--- src/sv/urb_pkg.sv ---
// ----------------------------------------------------------------------------
// urb_pkg
// Shared types and codes for the UART ring buffer engine: operation and
// error codes, register indexes, the classified command and the result item.
// ----------------------------------------------------------------------------
package urb_pkg;

    // operation codes of an input item
    localparam logic [1:0] OP_RX_WORD = 2'd0;
    localparam logic [1:0] OP_READ    = 2'd1;
    localparam logic [1:0] OP_WRITE   = 2'd2;
    localparam logic [1:0] OP_DRAIN   = 2'd3;

    // error codes, lowest nonzero code has highest priority
    localparam logic [2:0] ERR_NONE    = 3'd0;
    localparam logic [2:0] ERR_BREAK   = 3'd1;
    localparam logic [2:0] ERR_OVERRUN = 3'd2;
    localparam logic [2:0] ERR_FRAMING = 3'd3;
    localparam logic [2:0] ERR_PARITY  = 3'd4;

    // flag bit positions in a received UART word
    localparam int RXW_FRAMING_BIT = 8;
    localparam int RXW_PARITY_BIT  = 9;
    localparam int RXW_BREAK_BIT   = 10;
    localparam int RXW_OVERRUN_BIT = 11;

    // configuration register indexes
    localparam int               CFG_INDEX_W        = 2;
    localparam int               CFG_DATA_W         = 64;
    localparam logic [CFG_INDEX_W-1:0] CFG_NEWLINE_EXPAND = 2'd0;
    localparam logic [CFG_INDEX_W-1:0] CFG_MAGIC_PATTERN  = 2'd1;
    localparam logic [CFG_INDEX_W-1:0] CFG_MAGIC_LENGTH   = 2'd2;

    // special bytes
    localparam logic [7:0] BYTE_NL = 8'h0A;
    localparam logic [7:0] BYTE_CR = 8'h0D;

    // width of the count ports
    localparam int COUNT_W = 10;

    // depth of the command and result queues
    localparam int QUEUE_DEPTH = 2;
    localparam int QUEUE_PW    = 1;
    localparam int QUEUE_CW    = 2;

    // classified command from front end to back end
    typedef struct packed {
        logic [1:0] op;
        logic [7:0] data;      // received byte or byte to transmit
        logic [2:0] err;       // highest-priority flag of a received word
        logic       peek;
        logic       newline;   // byte to transmit is a newline
    } t_cmd;

    // one result item
    typedef struct packed {
        logic [7:0]         rd_data;
        logic               rd_valid;
        logic [2:0]         error_code;
        logic               accepted;
        logic               magic_hit;
        logic [7:0]         tx_data;
        logic               tx_valid;
        logic [COUNT_W-1:0] rx_fill;
        logic [COUNT_W-1:0] tx_room;
    } t_result;

    // queue status
    typedef struct packed {
        logic full;
        logic empty;
    } t_q_status;

endpackage

--- src/sv/urb_outq.sv ---
// ----------------------------------------------------------------------------
// urb_outq
// Result queue: holds finished results until the consumer takes them, so
// the back end keeps working while a result waits.
// ----------------------------------------------------------------------------
module urb_outq (
    input  logic              i_clk,
    input  logic              i_rst_n,
    input  logic              i_push,
    input  urb_pkg::t_result  i_res,
    input  logic              pop,
    output urb_pkg::t_result  o_res,
    output urb_pkg::t_q_status o_status
);

    urb_pkg::t_result                r_q [urb_pkg::QUEUE_DEPTH];
    logic [urb_pkg::QUEUE_PW-1:0]    r_wr_ptr;
    logic [urb_pkg::QUEUE_PW-1:0]    r_rd_ptr;
    logic [urb_pkg::QUEUE_CW-1:0]    r_count;
    logic [urb_pkg::QUEUE_CW-1:0]    n_count;
    logic                            pop_ok;

    assign o_status.full  = (r_count == urb_pkg::QUEUE_CW'(urb_pkg::QUEUE_DEPTH));
    assign o_status.empty = (r_count == '0);
    assign pop_ok         = pop && !o_status.empty;
    assign o_res          = r_q[r_rd_ptr];

    // occupancy
    always_comb begin
        case ({i_push, pop_ok})
            2'b10:   n_count = r_count + 1'b1;
            2'b01:   n_count = r_count - 1'b1;
            default: n_count = r_count;
        endcase
    end

    // result storage
    always_ff @(posedge i_clk) begin
        if (i_push) begin
            r_q[r_wr_ptr] <= i_res;
        end
    end

    // pointers
    always_ff @(posedge i_clk) begin
        if (!i_rst_n) begin
            r_wr_ptr <= '0;
            r_rd_ptr <= '0;
            r_count  <= '0;
        end else begin
            if (i_push) begin
                r_wr_ptr <= r_wr_ptr + 1'b1;
            end
            if (pop_ok) begin
                r_rd_ptr <= r_rd_ptr + 1'b1;
            end
            r_count <= n_count;
        end
    end

endmodule

--- config.mk ---
export PLATFORM = sky130hd
export DESIGN_NAME = urb_outq
export DESIGN_NICKNAME = d
export VERILOG_FILES = /design/src/sv/urb_pkg.sv /design/src/sv/urb_outq.sv
export SDC_FILE = /design/constraint.sdc
export NUM_CORES = 1
export LEC_CHECK = 0
export ABC_AREA = 1
export ABC_CLOCK_PERIOD_IN_PS = 4310
export BUFFER_PORTS_ARGS = -buffer_cell sky130_fd_sc_hd__buf_4
export CAP_MARGIN = 10
export CORE_AREA = 2 2 107 109
export DETAILED_ROUTE_END_ITERATION = 8
export DIE_AREA = 0 0 109 111
export GPL_TIMING_DRIVEN = 0
export PLACE_DENSITY = 0.54
export SYNTH_ARGS = -nofsm -noshare
export SYNTH_HDL_FRONTEND = slang
export SYNTH_SLANG_ARGS = --single-unit
--- constraint.sdc ---
create_clock -name i_clk -period 4.31 [get_ports i_clk]
set_input_delay 0.6465 -clock i_clk [delete_from_list [all_inputs] [get_ports i_clk]]
set_output_delay 0.6465 -clock i_clk [all_outputs]
set_load 0.02 [all_outputs]
==> impl_metrics.json <==
{
  "status": "completed",
  "core_um2": 11100,
  "tightest_slew_ns": 0.638,
  "synthTopCellsByCount": "edfxtp_1, mux2_4, nor2_1, inv_1, nand2_1",
  "slew_viol_final": 0,
  "hold_start": "i_res[21]",
  "overflow": 0,
  "first_global_vias": 1891,
  "finClkSkew_ns": 0.00395,
  "drive_above_1_share_pct": 56.2,
  "r2r_cells": 2,
  "yosys_warnings": 0,
  "slowest_stage": "dfxtp_1",
  "dieArea_um2": 12100,
  "ir_drop_mv": 0.177,
  "totalPowerFinal_w": 0.00218,
  "final_net_count": 324,
  "max_stage_delay_ns": 0.32,
  "syn_nets": 220,
  "drt_first_pass_iters": 4,
  "ys_seq_area_share_pct": 75.6,
  "hold_violations": 0,
  "clkLatencyLatePin_ns": 0.32,
  "fin_crit_ns": 2.10,
  "synth.distinct_cells": 15,
  "yosysTopAreaCell": "edfxtp_1",
  "cts_root_buf": "clkbuf_16",
  "antenna_found_initial": 0,
  "synth-edff-count": 86,
  "finalCritPeriodShare_pct": 48.6,
  "io_pins": 92,
  "start_util_pct": 32.0,
  "hold_depth": 1,
  "rows": 39,
  "arrival_ns": 1.45,
  "hold_end": "r_q[1][21]$_DFFE_PP_",
  "wl_per_cell_um": 14.2,
  "die_w_um": 109,
  "diodes": 0,
  "setup_viol": 0,
  "die_y_um": 111,
  "routed_via_density": 4.23,
  "cts_tree": "built",
  "track_usage_pct": 10.5,
  "cts_buffers": 9,
  "cts_resized": 0,
  "r2r_slack_ns": 2.84,
  "hp-class": "in2reg",
  "cts_setup_buffers": 0,
  "ctsHtreeMaxLevel": 3,
  "dp_hpwl_um": 3960,
  "ys.flop_type": "edfxtp_1",
  "crit_fanout": 10,
  "grt_pass1_wl_um": 9310,
  "fin_util_pct": 42.8,
  "clockBufferDepth": 2,
  "power.density_nw_per_um2": 459,
  "async_flop_share_pct": 0,
  "synth.most_common_cell": "edfxtp_1",
  "stdcell_count": 424,
  "area_growth_syn_to_layout_pct": 33.7,
  "vias": 1794,
  "cts.clk_slew.worst_paths_ns": 0.06,
  "rsz0062_at_grt": "no",
  "holdBufCountCts": 0,
  "required_ns": 3.66,
  "synth_area_per_cell_um2": 20.6,
  "cts.sinks": 91,
  "grt_max_degree": 26,
  "ys_ff_latch": 91,
  "synth.top_cells.by_area": "edfxtp_1, mux2_4, dfxtp_1",
  "syn_inst": 172,
  "power_leakage_nw": 1.88,
  "synth_top_cell_area_share_pct": 72.8,
  "drt_iter0_drc": 58,
  "drt-total-wl_um": 6040,
  "crit_type": "reg2out",
  "drv_cap": 0,
  "r2r_start": "r_wr_ptr$_SDFFE_PN0P_",
  "timing.rr.end": "r_q[0][22]$_DFFE_PP_",
  "start_kind": "flop",
  "maxSlewHeadroom_pct": 57.4,
  "port_buffers": 91,
  "remaining_drc_errors": 0,
  "placed_cells": 408,
  "endpoint_kind": "output port",
  "gp_congestion": 0.637,
  "fmax_mhz": 477,
  "syn-cell-area_um2": 3550,
  "crit_chain": "buf_6 -> buf_12 -> mux2_4 -> buf_4",
  "ant_nets": 0
}
-- final cells by class --
class,instances,area [um2]
fill,1009,6330
sequential,91,2680
multi-input combinational,68,753
timing repair buffer,93,723
clock buffer,10,229
tap,143,179
buffer,5,91.3
clock inverter,6,56.3
inverter,8,30.0
-- cell usage in the layout (no fill, tap or decap) --
cell        instances
buf_4              91
bufinv_16           1
inv_1               7
inv_2               1
nand2_1             8
buf_12              6
a21oi_1             1
nor2_1             10
mux2_4             40
ha_1                1
dfxtp_1             5
mux2_2              3
nand4_1             1
nand3_1             1
clkinv_2            3
clkinvlp_4          1
buf_6               1
clkbuf_16           9
edfxtp_1           86
nor2_4              1
clkbuf_1            1
o21ai_0             1
clkinv_1            1
nor2_2              1
-- critical path, delay by kind of cell, from the launching register on --
kind     cells  cell delay [ns]
buf+inv      3             0.49
flops        1             0.32
mux          1             0.31
-- metrics by stage --
| stage | setup TNS, ns | hold slack, ns | setup WS [ns] | area, um2 |
|---|---|---|---|---|
| after floorplan | 0 | 0.452 | 1.35 | 3550 |
| after global placement | -6.96 | 0.471 | -0.164 | 4410 |
| after detailed placement | 0 | 0.491 | 2.35 | 4460 |
| after CTS | 0 | 0.484 | 2.18 | 4740 |
| after global routing | 0 | 0.485 | 2.15 | 4740 |
| final | 0 | 0.499 | 2.21 | 4740 |
-- layer usage --
| layer | up-vias | track usage [%] | part of all wire (%) |
|---|---|---|---|
| li1 | 856 | - | - |
| met1 | 870 | 12.8 | 43 |
| met2 | 59 | 16.8 | 49 |
| met3 | 9 | 2.76 | 5.9 |
| met4 | 0 | 5.64 | 2.1 |
| met5 | - | 0 | 0 |
-- cell families (layout without fill, tap and decap cells) --
family                   count (synthesis)  after routing  synth area share [%]
multiplexers                            43             43                  17.9
flip-flops                              91             91                  75.6
buffers and inverters                   13            122                  3.42
AND/OR/NAND/NOR                         22             22                  2.50
AO/OA/AOI/OAI                            2              2                 0.282
adder cells (fa/ha/maj)                  1              1                 0.352
-- report_power, final --
group / switching, W / leakage [nW] / internal [W]
logic: 0.000190 / 0.890 / 0.000208
registers: 0.0000143 / 0.849 / 0.00102
clock network: 0.000298 / 0.140 / 0.000444
total: 0.000502 / 1.88 / 0.00168
-- worst max-delay path by stage --
stage	startpoint	to	cells past startpoint	slack (ns)
after floorplan	i_push	r_q[0][0]$_DFFE_PP_	2	1.35
after global placement	i_push	r_q[0][31]$_DFFE_PP_	3	-0.16
after detailed placement	i_push	r_q[0][31]$_DFFE_PP_	4	2.35
after CTS	flop	o_res[27]	4	2.18
after global routing	flop	o_res[28]	4	2.15
final	flop	o_res[28]	4	2.21
-- state kept, by name (all words and copies together) (netlist names), named ones only --
signal,count
r_q,86
r_count,2
r_rd_ptr,1
r_wr_ptr,1
Note: power is estimated with default switching activity, not from simulation.
