### config.mk
export PLATFORM = sky130hd
export DESIGN_NAME = urb_front
export DESIGN_NICKNAME = d
export VERILOG_FILES = /design/src/sv/urb_pkg.sv /design/src/sv/urb_front.sv
export SDC_FILE = /design/constraint.sdc
export NUM_CORES = 1
export LEC_CHECK = 0
export BUFFER_PORTS_ARGS = -buffer_cell sky130_fd_sc_hd__buf_2
export CORE_UTILIZATION = 45
export CTS_CLUSTER_DIAMETER = 100
export DETAILED_ROUTE_END_ITERATION = 6
export GPL_TIMING_DRIVEN = 0
export PLACE_DENSITY = 0.74
export RECOVER_POWER = 100
export SYNTH_ARGS = -nofsm -noshare
export SYNTH_HDL_FRONTEND = slang
export SYNTH_SLANG_ARGS = --single-unit
### constraint.sdc
create_clock -name i_clk -period 1.63 [get_ports i_clk]
set_input_delay 0.326 -clock i_clk [delete_from_list [all_inputs] [get_ports i_clk]]
set_output_delay 0.326 -clock i_clk [all_outputs]
set_load 0.02 [all_outputs]
### src/sv/urb_pkg.sv
// ----------------------------------------------------------------------------
// urb_pkg
// Shared types and codes for the UART ring buffer engine: operation and
// error codes, register indexes, the classified command and the result item.
// ----------------------------------------------------------------------------
package urb_pkg;

    // operation codes of an input item
    localparam logic [1:0] OP_RX_WORD = 2'd0;
    localparam logic [1:0] OP_READ    = 2'd1;
    localparam logic [1:0] OP_WRITE   = 2'd2;
    localparam logic [1:0] OP_DRAIN   = 2'd3;

    // error codes, lowest nonzero code has highest priority
    localparam logic [2:0] ERR_NONE    = 3'd0;
    localparam logic [2:0] ERR_BREAK   = 3'd1;
    localparam logic [2:0] ERR_OVERRUN = 3'd2;
    localparam logic [2:0] ERR_FRAMING = 3'd3;
    localparam logic [2:0] ERR_PARITY  = 3'd4;

    // flag bit positions in a received UART word
    localparam int RXW_FRAMING_BIT = 8;
    localparam int RXW_PARITY_BIT  = 9;
    localparam int RXW_BREAK_BIT   = 10;
    localparam int RXW_OVERRUN_BIT = 11;

    // configuration register indexes
    localparam int               CFG_INDEX_W        = 2;
    localparam int               CFG_DATA_W         = 64;
    localparam logic [CFG_INDEX_W-1:0] CFG_NEWLINE_EXPAND = 2'd0;
    localparam logic [CFG_INDEX_W-1:0] CFG_MAGIC_PATTERN  = 2'd1;
    localparam logic [CFG_INDEX_W-1:0] CFG_MAGIC_LENGTH   = 2'd2;

    // special bytes
    localparam logic [7:0] BYTE_NL = 8'h0A;
    localparam logic [7:0] BYTE_CR = 8'h0D;

    // width of the count ports
    localparam int COUNT_W = 10;

    // depth of the command and result queues
    localparam int QUEUE_DEPTH = 2;
    localparam int QUEUE_PW    = 1;
    localparam int QUEUE_CW    = 2;

    // classified command from front end to back end
    typedef struct packed {
        logic [1:0] op;
        logic [7:0] data;      // received byte or byte to transmit
        logic [2:0] err;       // highest-priority flag of a received word
        logic       peek;
        logic       newline;   // byte to transmit is a newline
    } t_cmd;

    // one result item
    typedef struct packed {
        logic [7:0]         rd_data;
        logic               rd_valid;
        logic [2:0]         error_code;
        logic               accepted;
        logic               magic_hit;
        logic [7:0]         tx_data;
        logic               tx_valid;
        logic [COUNT_W-1:0] rx_fill;
        logic [COUNT_W-1:0] tx_room;
    } t_result;

    // queue status
    typedef struct packed {
        logic full;
        logic empty;
    } t_q_status;

endpackage

### src/sv/urb_front.sv
// ----------------------------------------------------------------------------
// urb_front
// Input side: takes items, classifies them into commands and holds them in
// a short queue for the back end.
// ----------------------------------------------------------------------------
module urb_front (
    input  logic           i_clk,
    input  logic           i_rst_n,
    input  logic           push,
    output logic           full,
    input  logic [1:0]     i_op,
    input  logic [11:0]    i_rx_word,
    input  logic [7:0]     i_data_in,
    input  logic           i_peek_only,
    output urb_pkg::t_cmd  o_cmd,
    output logic           o_cmd_valid,
    input  logic           i_cmd_pop
);

    urb_pkg::t_cmd                      r_q [urb_pkg::QUEUE_DEPTH];
    logic [urb_pkg::QUEUE_PW-1:0]       r_wr_ptr;
    logic [urb_pkg::QUEUE_PW-1:0]       r_rd_ptr;
    logic [urb_pkg::QUEUE_CW-1:0]       r_count;
    logic [urb_pkg::QUEUE_CW-1:0]       n_count;
    urb_pkg::t_cmd                      cmd_in;
    logic                               push_ok;

    // classify: error priority break, overrun, framing, parity
    always_comb begin
        cmd_in.op      = i_op;
        cmd_in.data    = (i_op == urb_pkg::OP_WRITE) ? i_data_in : i_rx_word[7:0];
        cmd_in.peek    = i_peek_only;
        cmd_in.newline = (i_data_in == urb_pkg::BYTE_NL);
        if (i_rx_word[urb_pkg::RXW_BREAK_BIT]) begin
            cmd_in.err = urb_pkg::ERR_BREAK;
        end else if (i_rx_word[urb_pkg::RXW_OVERRUN_BIT]) begin
            cmd_in.err = urb_pkg::ERR_OVERRUN;
        end else if (i_rx_word[urb_pkg::RXW_FRAMING_BIT]) begin
            cmd_in.err = urb_pkg::ERR_FRAMING;
        end else if (i_rx_word[urb_pkg::RXW_PARITY_BIT]) begin
            cmd_in.err = urb_pkg::ERR_PARITY;
        end else begin
            cmd_in.err = urb_pkg::ERR_NONE;
        end
    end

    assign full        = (r_count == urb_pkg::QUEUE_CW'(urb_pkg::QUEUE_DEPTH));
    assign push_ok     = push && !full;
    assign o_cmd_valid = (r_count != '0);
    assign o_cmd       = r_q[r_rd_ptr];

    // occupancy
    always_comb begin
        case ({push_ok, i_cmd_pop})
            2'b10:   n_count = r_count + 1'b1;
            2'b01:   n_count = r_count - 1'b1;
            default: n_count = r_count;
        endcase
    end

    // queue storage
    always_ff @(posedge i_clk) begin
        if (push_ok) begin
            r_q[r_wr_ptr] <= cmd_in;
        end
    end

    // pointers
    always_ff @(posedge i_clk) begin
        if (!i_rst_n) begin
            r_wr_ptr <= '0;
            r_rd_ptr <= '0;
            r_count  <= '0;
        end else begin
            if (push_ok) begin
                r_wr_ptr <= r_wr_ptr + 1'b1;
            end
            if (i_cmd_pop) begin
                r_rd_ptr <= r_rd_ptr + 1'b1;
            end
            r_count <= n_count;
        end
    end

endmodule

==> impl_metrics.tcl <==
set metrics [dict create \
    synthArstFlopShare_pct 0 \
    path_max_fanout 5 \
    finalMaxSlewViolations 0 \
    cpLargestDelayFamily "buffers and inverters" \
    root_buffer "clkbuf_4" \
    syn-cell-area_mm2 0.00146 \
    track_usage_pct 18.3 \
    synth.area.mux_share_pct 17.7 \
    fin_hold_ws_ns 0.192 \
    grtUsageMet2_pct 30.0 \
    fin_crit_sh_pct 104 \
    grt-ovfl-total 0 \
    ant_nets 0 \
    cts_hold_buf 0 \
    die-area_mm2 0.00348 \
    io-pin-count 44 \
    gp_congestion 0.678 \
    placed_area_mm2 0.00173 \
    synthFlopType "edfxtp_1" \
    hold_class "in2reg" \
    p_int_mw 1.54 \
    syn_inst 90 \
    die_h_um 59.0 \
    finalCriticalPeriod_ns 1.69 \
    synthAdderAreaFrac_pct 0.855 \
    rsz0062_at_grt "true" \
    grt_pass1_wl_um 4390 \
    setup_ws_ns -0.0645 \
    finalClockSkew_ns 0.00754 \
    p_leak_nw 0.815 \
    synth_top_family_by_area "multiplexers" \
    switchingPower_mw 0.569 \
    cellPowerDensity_mw_per_mm2 1050 \
    synth_warnings 0 \
    cpPeakStageDelay_ns 0.33 \
    yosys.area_share.simple_pct 6.93 \
    p_sw_share_pct 27.0 \
    grt_max_degree 16 \
    cpMaxStageDelayCell "dfxtp_2" \
    p_clk_share_pct 20.3 \
    power_frac_comb_pct 27.2 \
    grt_use_met3_pct 8.30 \
    max-vdd-ir-drop_mv 0.539 \
    grt.busiest_layer "met2" \
    synth.avg_cell_area_um2 16.3 \
    synth_nets 118 \
    clkSlewWorstSetupHoldPaths_ns 0.10 \
    firstDrtPassIters 4 \
    finalSetupViolCount 15 \
    critPathCaptureType "output pin" \
    required_ns 1.30 \
    synth-xor-area-share_pct 1.80 \
    cp-start-kind "flip-flop" \
    path_cells "buf_6 -> buf_8 -> mux2_4 -> buf_6" \
    via_per_inst 4.89 \
    io_buffers 43 \
    outcome "finished with violations" \
    cap_violations 0 \
    rows 20 \
    synth.ff_latch_count 35 \
    cts_sinks 35 \
    slew-limit-headroom_pct 67.7 \
    layout-drive-gt1-share_pct 50.3 \
    drt-total-wl_um 2760 \
    drc 0 \
    ys_seq_area_share_pct 68.4 \
    numCtsBuffers 5 \
    hold_violations 0 \
    route.vias.total 924 \
    finalPower_mw 2.11 \
    cp_common_cell "buf_6" \
    synth_compound_area_share_pct 2.22 \
    stdcell_area_mm2 0.00201 \
    worst-path-buf-inv 3 \
    nets 172 \
    place_hpwl_um 1770 \
    p_seq_share_pct 52.5 \
    cts_tree "done" \
    worst_pin_slew_ns 0.484 \
    core_area_mm2 0.00308 \
    worstPathArrival_ns 1.37 \
    synth_edf_count 30 \
    dr.first_iter.drc_count 24 \
    antenna_found_initial 0 \
    wl_per_cell_um 14.6 \
    insertion_delay_ns 0.33 \
    fmax_mhz 590 \
    start_util_pct 47.5 \
    use_met1_pct 20.4 \
    synth_cell_types 22 \
    die_w_um 59.0 \
    cts_max_path_buffers 2 \
    violations "negative setup slack" \
    area_growth_pct 37.1 \
    grt_pass1_vias 968 \
    crit_type "reg2out" \
    antenna_cells 0 \
    h-tree-depth 2 \
]
per-stage QoR:
step | TNS, ns | setup slack [ns] | instances | util (%)
floorplan | 0 | 0.0487 | 90 | -
global placement | -1.63 | -0.110 | 177 | 56.3
detailed placement | -2.63 | -0.176 | 177 | 56.3
CTS | -1.31 | -0.117 | 187 | 62.7
global route | -1.96 | -0.132 | 189 | 65.2
finish | -0.766 | -0.0645 | 189 | 65.2
logic make-up (layout without fill, tap and decap cells):
kind of cell               Yosys count  count (layout)
AOI/OAI and AO/OA                    5               5
DFF                                 35              35
muxes                               23              23
adders and majority gates            1               1
xor gates and xnor gates             3               3
buffers and inverters                7              62
and+or+nand+nor                     16              16
cell usage in the layout (no fill, tap or decap), types with 2 or more instances in the layout:
cell	n
edfxtp_1	30
buf_2	22
buf_6	16
mux2_4	15
clkbuf_1	7
mux2_1	5
clkbuf_4	5
dfxtp_1	4
mux2_2	3
nor2_1	3
and2_0	3
buf_8	2
inv_1	2
nor4b_1	2
or3_1	2
xnor2_1	2
o21ai_0	2
clkinv_1	2
clkbuf_2	2
layout make-up:
| class | instances | area, um^2 |
|---|---|---|
| tap | 44 | 55.1 |
| clock inverter | 2 | 7.51 |
| buffer | 3 | 30.0 |
| inverter | 4 | 16.3 |
| multi-input combinational | 48 | 489 |
| timing repair buffer | 47 | 364 |
| sequential | 35 | 1000 |
| fill | 255 | 1070 |
| clock buffer | 6 | 41.3 |
flip-flops by register name, summed over array words and instances, names as in the netlist, named ones only:
| name | count |
|---|---|
| r_wr_ptr | 1 |
| r_q | 30 |
| r_rd_ptr | 1 |
| r_count | 2 |
routing by layer:
metal	vias up	routed length [um]
li1	444	-
met1	438	1160
met2	34	1350
met3	8	178
met4	0	62
met5	-	0
path summary, 6_finish.rpt:
check,from,to,slack [ns],depth (start not counted)
hold reg to reg,r_wr_ptr,r_wr_ptr,0.51,2
setup / recovery,flip-flop,o_cmd[9],-0.06,4
hold / removal,i_peek_only,r_q[0][1],0.19,1
setup reg to reg,r_count[0],r_q[0][11],0.08,5
what timing repair did:
action,in CTS,in global routing
setup buffers,1,2
cloned,1,0
endpoints found under the hold margin,0,0
resized for setup,36,20
endpoints found under the setup margin,30,45
cell usage after synthesis, types with 2 or more instances:
library cell / count / area share, %
a21boi_1: 2 / 1.0
nor4b_1: 2 / 1.2
mux2_2: 23 / 18
dfxtp_1: 5 / 6.8
or3_1: 2 / 0.86
buf_2: 3 / 1.0
nor2_1: 3 / 0.77
o21ai_0: 2 / 0.68
inv_1: 3 / 0.77
and2_1: 3 / 1.3
edfxtp_1: 30 / 62
xnor2_1: 2 / 1.2
power by group through the flow:
| stage | clock [mW] | combinational [mW] | sequential [mW] |
|---|---|---|---|
| after global routing | 0.488 | 0.616 | 1.12 |
| after detailed placement | 0 | 0.420 | 1.12 |
| final | 0.428 | 0.575 | 1.11 |
| after global placement | 0 | 0.410 | 1.12 |
| after CTS | 0.443 | 0.525 | 1.11 |
| after floorplan | 0 | 0.286 | 1.11 |
worst register-to-register path: cells and delay by family, from the launching register on:
kind                   cells  cell delay [ns]
buffers and inverters      3             0.34
AND/OR/NAND/NOR            2             0.51
flip-flops                 1             0.41
(Power assumes the default switching activity.)
